$ cat src/design/ppmd_pkg.sv
`timescale 1ns / 1ps
// ---------------------------------------------------------------------------
// ppmd_pkg - shared types and constants for the PPM frame decoder
// Field widths, register indexes, channel count and the slot reset table.
// ---------------------------------------------------------------------------
package ppmd_pkg;

  localparam int NUM_CHANNELS = 8;   // 1 .. 8
  localparam int SLOT_W       = 4;   // slot position, NUM_CHANNELS means waiting for sync
  localparam int CH_AW        = (NUM_CHANNELS > 1) ? $clog2(NUM_CHANNELS) : 1;
  localparam int IDX_W        = 3;
  localparam int WIDTH_W      = 16;
  localparam int TIME_W       = 32;
  localparam int CNT_W        = 32;
  localparam int CFG_AW       = 2;

  localparam int IN_TDATA_W   = 40;  // edge_time, read_index, pad
  localparam int IN_TUSER_W   = 1;   // op
  localparam int OUT_TDATA_W  = 56;  // flags, index, value, sync count, pad

  typedef enum logic [0:0] {
    OP_EDGE = 1'b0,
    OP_READ = 1'b1
  } op_e;

  typedef enum logic [CFG_AW-1:0] {
    REG_MIN_FRAME_GAP     = 2'd0,
    REG_MIN_CHANNEL_WIDTH = 2'd1,
    REG_MAX_CHANNEL_WIDTH = 2'd2
  } cfg_reg_e;

  localparam logic [WIDTH_W-1:0] RST_MIN_FRAME_GAP     = 16'd3000;
  localparam logic [WIDTH_W-1:0] RST_MIN_CHANNEL_WIDTH = 16'd900;
  localparam logic [WIDTH_W-1:0] RST_MAX_CHANNEL_WIDTH = 16'd2100;

  // write request into the channel store
  typedef struct packed {
    logic               en;
    logic [CH_AW-1:0]   addr;
    logic [WIDTH_W-1:0] data;
  } mem_wr_t;

  // per-edge result from the timing logic
  typedef struct packed {
    logic               stored;
    logic               resynced;
    logic               frame_started;
    logic [IDX_W-1:0]   chan_index;
    logic [WIDTH_W-1:0] chan_value;
    logic [CNT_W-1:0]   sync_count;
  } edge_res_t;

  // value a slot holds before its first write
  function automatic logic [WIDTH_W-1:0] slot_reset_val(input logic [CH_AW-1:0] idx);
    logic [WIDTH_W-1:0] v;
    v = '0;
    case (SLOT_W'(idx))
      4'd0:    v = 16'd1500;
      4'd1:    v = 16'd1500;
      4'd2:    v = 16'd1000;
      4'd3:    v = 16'd1500;
      4'd4:    v = 16'd2000;
      4'd5:    v = 16'd1000;
      default: v = '0;
    endcase
    return v;
  endfunction

endpackage

$ cat src/design/ppm_frame_decoder.sv
`timescale 1ns / 1ps
// ---------------------------------------------------------------------------
// ppm_frame_decoder - PPM radio stream decoder
// Edge beats update sync state and the channel store; read beats return a slot.
// ---------------------------------------------------------------------------
// Takes one beat per clock and returns one result beat per input beat, in the
// next cycle, in order. Edge timing, bounds checks and the store write are
// done in the cycle the beat is accepted; a read beat uses the channel RAM's
// registered read port, loaded together with the output register. The output
// register takes a new beat in the same cycle its waiting result is taken, so
// throughput stays one beat per cycle unless the sink stalls; while a result
// waits on the sink, the input is held off. Slots read as their reset-table
// values until first written after reset; no clearing pass is needed.
// ---------------------------------------------------------------------------
module ppm_frame_decoder (
  input  logic                                 clk_i,
  input  logic                                 rst_ni,
  // configuration
  input  logic                                 cfg_we_i,
  input  logic [ppmd_pkg::CFG_AW-1:0]          cfg_addr_i,
  input  logic [ppmd_pkg::WIDTH_W-1:0]         cfg_wdata_i,
  // input stream
  input  logic                                 s_axis_tvalid_i,
  output logic                                 s_axis_tready_o,
  input  logic [ppmd_pkg::IN_TDATA_W-1:0]      s_axis_tdata_i,  // edge_time[31:0], read_index[34:32]
  input  logic [ppmd_pkg::IN_TUSER_W-1:0]      s_axis_tuser_i,  // op[0]
  // result stream
  output logic                                 m_axis_tvalid_o,
  input  logic                                 m_axis_tready_i,
  // stored[0], resynced[1], frame_started[2], chan_index[5:3], chan_value[21:6],
  // sync_count[53:22]
  output logic [ppmd_pkg::OUT_TDATA_W-1:0]     m_axis_tdata_o
);

  logic                            in_fire;
  logic                            is_read;
  logic [ppmd_pkg::TIME_W-1:0]     edge_time;
  logic [ppmd_pkg::IDX_W-1:0]      read_index;

  ppmd_pkg::edge_res_t             res;
  ppmd_pkg::edge_res_t             res_out;
  ppmd_pkg::mem_wr_t               wr;
  logic [ppmd_pkg::WIDTH_W-1:0]    rd_data;

  logic                            out_valid_q, out_valid_d;
  ppmd_pkg::edge_res_t             out_q;
  logic                            out_read_q;
  logic [ppmd_pkg::WIDTH_W-1:0]    out_value;

  assign edge_time  = s_axis_tdata_i[ppmd_pkg::TIME_W-1:0];
  assign read_index = s_axis_tdata_i[ppmd_pkg::TIME_W +: ppmd_pkg::IDX_W];
  assign is_read    = s_axis_tuser_i[0] == ppmd_pkg::OP_READ;

  assign s_axis_tready_o = !out_valid_q || m_axis_tready_i;
  assign in_fire         = s_axis_tvalid_i && s_axis_tready_o;

  ppmd_edge_ctrl u_edge_ctrl (
    .clk_i       (clk_i),
    .rst_ni      (rst_ni),
    .cfg_we_i    (cfg_we_i),
    .cfg_addr_i  (cfg_addr_i),
    .cfg_wdata_i (cfg_wdata_i),
    .fire_i      (in_fire && !is_read),
    .edge_time_i (edge_time),
    .res_o       (res),
    .wr_o        (wr)
  );

  ppmd_chan_mem u_chan_mem (
    .clk_i     (clk_i),
    .rst_ni    (rst_ni),
    .wr_i      (wr),
    .rd_en_i   (in_fire && is_read),
    .rd_idx_i  (read_index),
    .rd_data_o (rd_data)
  );

  always_comb begin
    out_valid_d = out_valid_q;
    if (in_fire) begin
      out_valid_d = 1'b1;
    end else if (m_axis_tready_i) begin
      out_valid_d = 1'b0;
    end
  end

  always_ff @(posedge clk_i or negedge rst_ni) begin
    if (!rst_ni) begin
      out_valid_q <= 1'b0;
    end else begin
      out_valid_q <= out_valid_d;
    end
  end

  // a read beat reports the slot it asked for
  always_comb begin
    res_out = res;
    if (is_read) begin
      res_out.chan_index = read_index;
    end
  end

  always_ff @(posedge clk_i) begin
    if (in_fire) begin
      out_q      <= res_out;
      out_read_q <= is_read;
    end
  end

  // read data stays put in the RAM read register until the next read beat
  assign out_value = out_read_q ? rd_data : out_q.chan_value;

  assign m_axis_tvalid_o = out_valid_q;
  assign m_axis_tdata_o  = {2'b00, out_q.sync_count, out_value, out_q.chan_index,
                            out_q.frame_started, out_q.resynced, out_q.stored};

  a_ready_when_empty: assert property (@(posedge clk_i) disable iff (!rst_ni)
    !out_valid_q |-> s_axis_tready_o)
    else $error("input stalled with empty output register");

  a_read_no_flags: assert property (@(posedge clk_i) disable iff (!rst_ni)
    out_valid_q && out_read_q |-> !out_q.stored && !out_q.resynced && !out_q.frame_started)
    else $error("read beat carries edge flags");

  a_fire_fills: assert property (@(posedge clk_i) disable iff (!rst_ni)
    in_fire |=> out_valid_q)
    else $error("accepted beat produced no result");

endmodule

$ cat src/design/ppmd_chan_mem.sv
`timescale 1ns / 1ps
// ---------------------------------------------------------------------------
// ppmd_chan_mem - channel width store
// Synchronous RAM, one write and one registered read per cycle. A valid bit
// per slot stands in for the reset table until the slot is first written.
// ---------------------------------------------------------------------------
module ppmd_chan_mem (
  input  logic                           clk_i,
  input  logic                           rst_ni,
  input  ppmd_pkg::mem_wr_t              wr_i,
  input  logic                           rd_en_i,
  input  logic [ppmd_pkg::IDX_W-1:0]     rd_idx_i,
  output logic [ppmd_pkg::WIDTH_W-1:0]   rd_data_o
);

  logic [ppmd_pkg::WIDTH_W-1:0]      mem_q [ppmd_pkg::NUM_CHANNELS];
  logic [ppmd_pkg::NUM_CHANNELS-1:0] valid_q;

  logic [ppmd_pkg::SLOT_W-1:0]  rd_idx_ext;
  logic                         rd_in_range;
  logic [ppmd_pkg::CH_AW-1:0]   rd_addr;

  logic [ppmd_pkg::WIDTH_W-1:0] rdata_q;
  logic [ppmd_pkg::CH_AW-1:0]   rd_addr_q;
  logic                         rd_valid_q;
  logic                         rd_range_q;

  assign rd_idx_ext  = ppmd_pkg::SLOT_W'(rd_idx_i);
  assign rd_in_range = rd_idx_ext < ppmd_pkg::SLOT_W'(ppmd_pkg::NUM_CHANNELS);
  assign rd_addr     = rd_idx_ext[ppmd_pkg::CH_AW-1:0];

  always_ff @(posedge clk_i) begin
    if (wr_i.en) begin
      mem_q[wr_i.addr] <= wr_i.data;
    end
  end

  always_ff @(posedge clk_i or negedge rst_ni) begin
    if (!rst_ni) begin
      valid_q <= '0;
    end else if (wr_i.en) begin
      valid_q[wr_i.addr] <= 1'b1;
    end
  end

  // read port: data held until the next read
  always_ff @(posedge clk_i) begin
    if (rd_en_i && rd_in_range) begin
      rdata_q <= mem_q[rd_addr];
    end
    if (rd_en_i) begin
      rd_addr_q  <= rd_addr;
      rd_valid_q <= rd_in_range && valid_q[rd_addr];
      rd_range_q <= rd_in_range;
    end
  end

  always_comb begin
    if (!rd_range_q) begin
      rd_data_o = '0;
    end else if (rd_valid_q) begin
      rd_data_o = rdata_q;
    end else begin
      rd_data_o = ppmd_pkg::slot_reset_val(rd_addr_q);
    end
  end

endmodule

$ cat src/design/ppmd_edge_ctrl.sv
`timescale 1ns / 1ps
// ---------------------------------------------------------------------------
// ppmd_edge_ctrl - edge timing and sync tracking
// Measures the width since the last edge, checks it against the frame gap or
// the channel bounds, steps the slot position and counts resyncs.
// ---------------------------------------------------------------------------
module ppmd_edge_ctrl (
  input  logic                            clk_i,
  input  logic                            rst_ni,
  input  logic                            cfg_we_i,
  input  logic [ppmd_pkg::CFG_AW-1:0]     cfg_addr_i,
  input  logic [ppmd_pkg::WIDTH_W-1:0]    cfg_wdata_i,
  input  logic                            fire_i,
  input  logic [ppmd_pkg::TIME_W-1:0]     edge_time_i,
  output ppmd_pkg::edge_res_t             res_o,
  output ppmd_pkg::mem_wr_t               wr_o
);

  logic [ppmd_pkg::WIDTH_W-1:0] min_gap_q, min_w_q, max_w_q;
  logic [ppmd_pkg::TIME_W-1:0]  last_q, last_d;
  logic [ppmd_pkg::SLOT_W-1:0]  slot_q, slot_d;
  logic [ppmd_pkg::CNT_W-1:0]   sync_q, sync_d;

  logic [ppmd_pkg::TIME_W-1:0]  width;
  logic                         waiting;
  logic                         in_bounds;
  logic                         do_store, do_resync, do_start;

  always_ff @(posedge clk_i or negedge rst_ni) begin
    if (!rst_ni) begin
      min_gap_q <= ppmd_pkg::RST_MIN_FRAME_GAP;
      min_w_q   <= ppmd_pkg::RST_MIN_CHANNEL_WIDTH;
      max_w_q   <= ppmd_pkg::RST_MAX_CHANNEL_WIDTH;
    end else if (cfg_we_i) begin
      case (cfg_addr_i)
        ppmd_pkg::REG_MIN_FRAME_GAP:     min_gap_q <= cfg_wdata_i;
        ppmd_pkg::REG_MIN_CHANNEL_WIDTH: min_w_q   <= cfg_wdata_i;
        ppmd_pkg::REG_MAX_CHANNEL_WIDTH: max_w_q   <= cfg_wdata_i;
        default: ;
      endcase
    end
  end

  assign width     = edge_time_i - last_q;
  assign waiting   = slot_q >= ppmd_pkg::SLOT_W'(ppmd_pkg::NUM_CHANNELS);
  assign in_bounds = (width <= ppmd_pkg::TIME_W'(max_w_q)) &&
                     (width >= ppmd_pkg::TIME_W'(min_w_q));

  assign do_start  = fire_i && waiting && (width >= ppmd_pkg::TIME_W'(min_gap_q));
  assign do_resync = fire_i && (waiting ? (width < ppmd_pkg::TIME_W'(min_gap_q))
                                        : !in_bounds);
  assign do_store  = fire_i && !waiting && in_bounds;

  always_comb begin
    last_d = fire_i ? edge_time_i : last_q;
    sync_d = do_resync ? sync_q + 1'b1 : sync_q;
    slot_d = slot_q;
    if (do_resync) begin
      slot_d = ppmd_pkg::SLOT_W'(ppmd_pkg::NUM_CHANNELS);
    end else if (do_start) begin
      slot_d = '0;
    end else if (do_store) begin
      slot_d = slot_q + 1'b1;
    end
  end

  always_ff @(posedge clk_i or negedge rst_ni) begin
    if (!rst_ni) begin
      last_q <= '0;
      slot_q <= '0;
      sync_q <= '0;
    end else begin
      last_q <= last_d;
      slot_q <= slot_d;
      sync_q <= sync_d;
    end
  end

  always_comb begin
    res_o.stored        = do_store;
    res_o.resynced      = do_resync;
    res_o.frame_started = do_start;
    res_o.chan_index    = do_store ? slot_q[ppmd_pkg::IDX_W-1:0] : '0;
    res_o.chan_value    = do_store ? width[ppmd_pkg::WIDTH_W-1:0] : '0;
    res_o.sync_count    = sync_d;
    wr_o.en             = do_store;
    wr_o.addr           = slot_q[ppmd_pkg::CH_AW-1:0];
    wr_o.data           = width[ppmd_pkg::WIDTH_W-1:0];
  end

  a_one_outcome: assert property (@(posedge clk_i) disable iff (!rst_ni)
    $onehot0({do_store, do_resync, do_start}) && (fire_i == (do_store || do_resync || do_start)))
    else $error("edge must have exactly one outcome");

  a_resync_count: assert property (@(posedge clk_i) disable iff (!rst_ni)
    do_resync |=> (sync_q == $past(sync_q) + 1'b1) &&
                  (slot_q == ppmd_pkg::SLOT_W'(ppmd_pkg::NUM_CHANNELS)))
    else $error("resync did not bump count or drop to waiting");

  a_store_advance: assert property (@(posedge clk_i) disable iff (!rst_ni)
    do_store |=> slot_q == $past(slot_q) + 1'b1)
    else $error("slot did not advance after store");

  a_idle_hold: assert property (@(posedge clk_i) disable iff (!rst_ni)
    !fire_i |=> $stable(last_q) && $stable(slot_q) && $stable(sync_q))
    else $error("timing state moved without an edge");

endmodule
$ cat config.mk
export PLATFORM = sky130hd
export DESIGN_NAME = ppm_frame_decoder
export DESIGN_NICKNAME = d
export VERILOG_FILES = /design/src/design/ppmd_pkg.sv /design/src/design/ppm_frame_decoder.sv /design/src/design/ppmd_chan_mem.sv /design/src/design/ppmd_edge_ctrl.sv
export SDC_FILE = /design/constraint.sdc
export NUM_CORES = 1
export LEC_CHECK = 0
export BUFFER_PORTS_ARGS = -buffer_cell sky130_fd_sc_hd__buf_2
export CAP_MARGIN = 40
export CORE_MARGIN = 2
export CORE_UTILIZATION = 30
export CTS_CLUSTER_DIAMETER = 120
export DETAILED_ROUTE_END_ITERATION = 10
export SYNTH_ARGS = -nofsm -noshare
export SYNTH_HDL_FRONTEND = slang
export SYNTH_SLANG_ARGS = --single-unit
$ cat constraint.sdc
create_clock -name clk_i -period 5.3 [get_ports clk_i]
set_input_delay 1.06 -clock clk_i [delete_from_list [all_inputs] [get_ports clk_i]]
set_output_delay 1.06 -clock clk_i [all_outputs]
set_load 0.01 [all_outputs]
==> summary.txt <==
=================================================================================
Result of the run .................................................. complete, no violations
Power per unit of standard cell area ...............................   397 nW/µm²
Share of the yosys chip area belonging to registers ................        57.0%
Largest net degree at the start of global routing ..................           69
First DRT Iteration DRCs ...........................................          676
Number of pins exceeding their max-slew limit in the final report ..            0
Highest-count cells in the layout ignoring fill and taps ........... sky130_fd_sc_hd__edfxtp_1, sky130_fd_sc_hd__nand2_1, sky130_fd_sc_hd__buf_2, sky130_fd_sc_hd__dfrtp_1, sky130_fd_sc_hd__buf_4
Worst path slowest cell ............................................ sky130_fd_sc_hd__or4_1
Power, Total .......................................................      7.85 mW
Layout overhead on the synthesized area ............................        22.0%
Vias in the first global route .....................................        10700
Max capacitance violation total ....................................            0
Die Footprint ......................................................    56000 µm²
Most common cell after layout, fill and taps aside ................. sky130_fd_sc_hd__edfxtp_1
Area share of the largest cell type after synthesis ................        37.6%
Total wire length ..................................................     38500 µm
Die boundary width .................................................       237 µm
Headroom to the max-slew limit .....................................        62.3%
Port Buffers .......................................................          114
Deepest level of the CTS H-tree ....................................            2
Synthesized area per cell ..........................................     12.5 µm²
Via total after detailed routing ...................................        10600
Combined global-route utilization of all metal layers ..............        13.9%
Root cell of the clock tree ........................................ sky130_fd_sc_hd__clkbuf_16
Post-Synthesis Cells ...............................................         1293
Source-to-sink clock delay at the later pin of the worst-skew pair .      0.56 ns
Transition time at the pin with the least slew margin ..............     0.565 ns
Largest fanout on the critical path ................................           18
Share of the core filled with cells ................................        36.9%
RSZ-0062 raised after global routing ...............................        false
Filler Cell Count ..................................................         5159
Static leakage power ...............................................      8.05 nW
Wire length of the first global-routing pass .......................     60800 µm
Number of antenna violations at the first check in global routing ..            5
Area contributors post-synth ....................................... sky130_fd_sc_hd__edfxtp_1, sky130_fd_sc_hd__dfrtp_1, sky130_fd_sc_hd__ha_1
Count of boundary I/O pins .........................................          122
Area leader, netlist ............................................... sky130_fd_sc_hd__edfxtp_1
Predominant post-synthesis flop cell ............................... sky130_fd_sc_hd__edfxtp_1
Class of the most critical setup path .............................. input pin to flop
Final cell area excluding filler cells .............................    19800 µm²
Share of the clock period used by the worst path after layout ......        95.3%
Instance count after placement with tap cells included .............         2145
1st-pass router iterations .........................................            5
Setup slack of the critical path after layout ......................     0.248 ns
Type of the most critical hold path ................................ input pin to asynchronous set/reset pin
Setup Skew .........................................................    0.0181 ns
Number of failing hold endpoints at the final stage ................            0
Instance area at placement .........................................    18500 µm²
Num CTS Buffers ....................................................           38
Core Area ..........................................................    53600 µm²
Initial Utilization ................................................        30.3%
Number of standard cells in the final layout excluding fillers .....         2216
Clock transition at the registers of the reported paths ............      0.06 ns
Yosys synthesis warning count ......................................            0
Detailed-route wire length per cell ................................      17.4 µm
CTS sink count .....................................................          328
HPWL reported at the end of detailed placement .....................     27800 µm
IR drop worst, VDD .................................................     0.208 mV
Synthesized cell area ..............................................    16200 µm²
Number of DRC violations after detailed routing ....................            0
Fraction of registers with async set/reset .........................        38.1%
Pre-CTS setup slack ................................................    -0.383 ns
Count of distinct cell types in the synthesized netlist ............           76
Vertical die dimension .............................................       237 µm
TritonCTS clock tree ...............................................          yes
Share of layout cells above drive strength 1 .......................        30.1%
CP startpoint kind .................................................    input pin
Antenna-violating nets left ........................................            0
CP Capture Type ....................................................         flop
Seq cells post-synth ...............................................          328
Max Freq ...........................................................    0.198 GHz
Worst EP arrival ...................................................      5.35 ns
Count of flip-flops with a built-in enable after synthesis .........          203
Count of endpoints failing setup in the final report ...............            0
Total Negative Setup Slacks ........................................         0 ns
Bufs on Longest Clock Path .........................................            3
Grt total ovfl .....................................................            0
Final #Nets ........................................................         1636
GP Congestion ......................................................        0.866
Min Tclk post-route ................................................      5.05 ns
Count of hold-fix buffers inserted at cts ..........................            0
Cell Chain, Critical Path .......................................... buf_2, inv_1, ha_1, inv_1, fa_2, a211oi_4, o21ai_2, nand3_1, nand2_1, xor2_4, ha_1, o2111ai_1, or4_1, a21oi_1, o32ai_2, a311o_1, o41a_1, a21oi_4, buf_12, inv_2, mux2_1
Worst-case hold slack ..............................................     0.341 ns
Biggest cell delay along the critical path .........................      0.57 ns
Avg Vias per Cell ..................................................         4.77
Row count ..........................................................           85
Required time worst endpoint .......................................      5.60 ns
=================================================================================
[worst max-delay path, delay by kind of cell]
kind,cells,cell delay [ns]
XOR/XNOR,1,0.26
adder cells (fa/ha/maj),3,0.76
buffers and inverters,5,0.47
AO/OA/AOI/OAI,8,1.68
AND/OR/NAND/NOR,3,0.79
multiplexers,1,0.33
[sequential cells by signal, summed over array words and instances, names as in the netlist, 16 cells and up]
register	count
u_chan_mem.mem_q	128
m_axis_tdata_o	38
u_edge_ctrl.last_q	32
u_edge_ctrl.sync_q	32
out_q	16
u_chan_mem.rdata_q	16
u_edge_ctrl.max_w_q	16
u_edge_ctrl.min_gap_q	16
u_edge_ctrl.min_w_q	16
[timing repair]
action	in CTS	in global routing
setup endpoints to repair	0	21
endpoints found under the hold margin	0	0
buffers inserted	0	1
gates resized for setup	0	4
[layer usage]
layer / share of wire [%] / global-route usage (%) / vias up / routed length (µm)
li1: - / - / 5088 / -
met5: 0.070 / 0 / - / 27
met1: 47 / 19.4 / 5193 / 17900
met3: 5.1 / 2.54 / 61 / 1960
met4: 2.7 / 4.74 / 4 / 1050
met2: 46 / 21.9 / 219 / 17500
[kinds of logic after synthesis]
logic type,Yosys count,share of synthesized area (%)
compound gates,235,9.32
fa+ha+maj,82,6.37
xor+xnor,57,3.08
other cells,1,0.0231
mux,91,8.65
buf+inv,191,5.56
flops,328,57.0
simple gates,308,10.0
[cell usage after synthesis, types with 10 or more instances]
cell type	instances
sky130_fd_sc_hd__nand3_1	17
sky130_fd_sc_hd__buf_4	41
sky130_fd_sc_hd__a211oi_1	10
sky130_fd_sc_hd__nor4_2	12
sky130_fd_sc_hd__o211ai_1	15
sky130_fd_sc_hd__a21o_1	21
sky130_fd_sc_hd__xnor2_1	20
sky130_fd_sc_hd__a21oi_1	42
sky130_fd_sc_hd__xor2_1	37
sky130_fd_sc_hd__dfrtp_1	110
sky130_fd_sc_hd__mux4_2	34
sky130_fd_sc_hd__ha_1	81
sky130_fd_sc_hd__o21ai_0	75
sky130_fd_sc_hd__nor4_1	11
sky130_fd_sc_hd__mux2_2	53
sky130_fd_sc_hd__inv_1	104
sky130_fd_sc_hd__dfstp_2	15
sky130_fd_sc_hd__nor3_1	16
sky130_fd_sc_hd__nand4_1	14
sky130_fd_sc_hd__nand2_1	117
sky130_fd_sc_hd__and2_1	21
sky130_fd_sc_hd__nor2_1	45
sky130_fd_sc_hd__edfxtp_1	203
sky130_fd_sc_hd__clkbuf_1	30
[power by group]
part | internal [mW] | switching, mW
combinational | 0.919 | 1.20
clock | 1.50 | 1.10
sequential | 3.05 | 0.0836
[area by class of cell]
class | count | area (µm²) | share of cell area, %
Clock buffer | 47 | 1040 | 5.23
Antenna cell | 3 | 7.51 | 0.0379
Inverter | 107 | 402 | 2.03
Sequential cell | 328 | 9240 | 46.7
Timing Repair Buffer | 240 | 1750 | 8.82
Clock inverter | 20 | 209 | 1.06
Tap cell | 696 | 871 | 4.40
Multi-Input combinational cell | 775 | 6280 | 31.7
[final timing paths]
kind / start / endpoint / slack, ns / cells after the start
worst max-delay path: s_axis_tdata_i[0] / m_axis_tdata_o[23]$_DFFE_PP_ / 0.25 / 21
worst min-delay path: rst_ni / u_edge_ctrl.min_w_q[10]$_DFFE_PN0P_ / 0.34 / 1
worst max register to register: u_edge_ctrl.last_q[0]$_DFFE_PN0P_ / m_axis_tdata_o[23]$_DFFE_PP_ / 0.59 / 19
worst min register to register: u_edge_ctrl.sync_q[31]$_DFF_PN0_ / u_edge_ctrl.sync_q[31]$_DFF_PN0_ / 0.46 / 1
max in group asynchronous: rst_ni / u_edge_ctrl.sync_q[29]$_DFF_PN0_ / 3.74 / 3
min in group clk_i: u_edge_ctrl.sync_q[31]$_DFF_PN0_ / u_edge_ctrl.sync_q[31]$_DFF_PN0_ / 0.46 / 1
(Power assumes the default switching activity.)
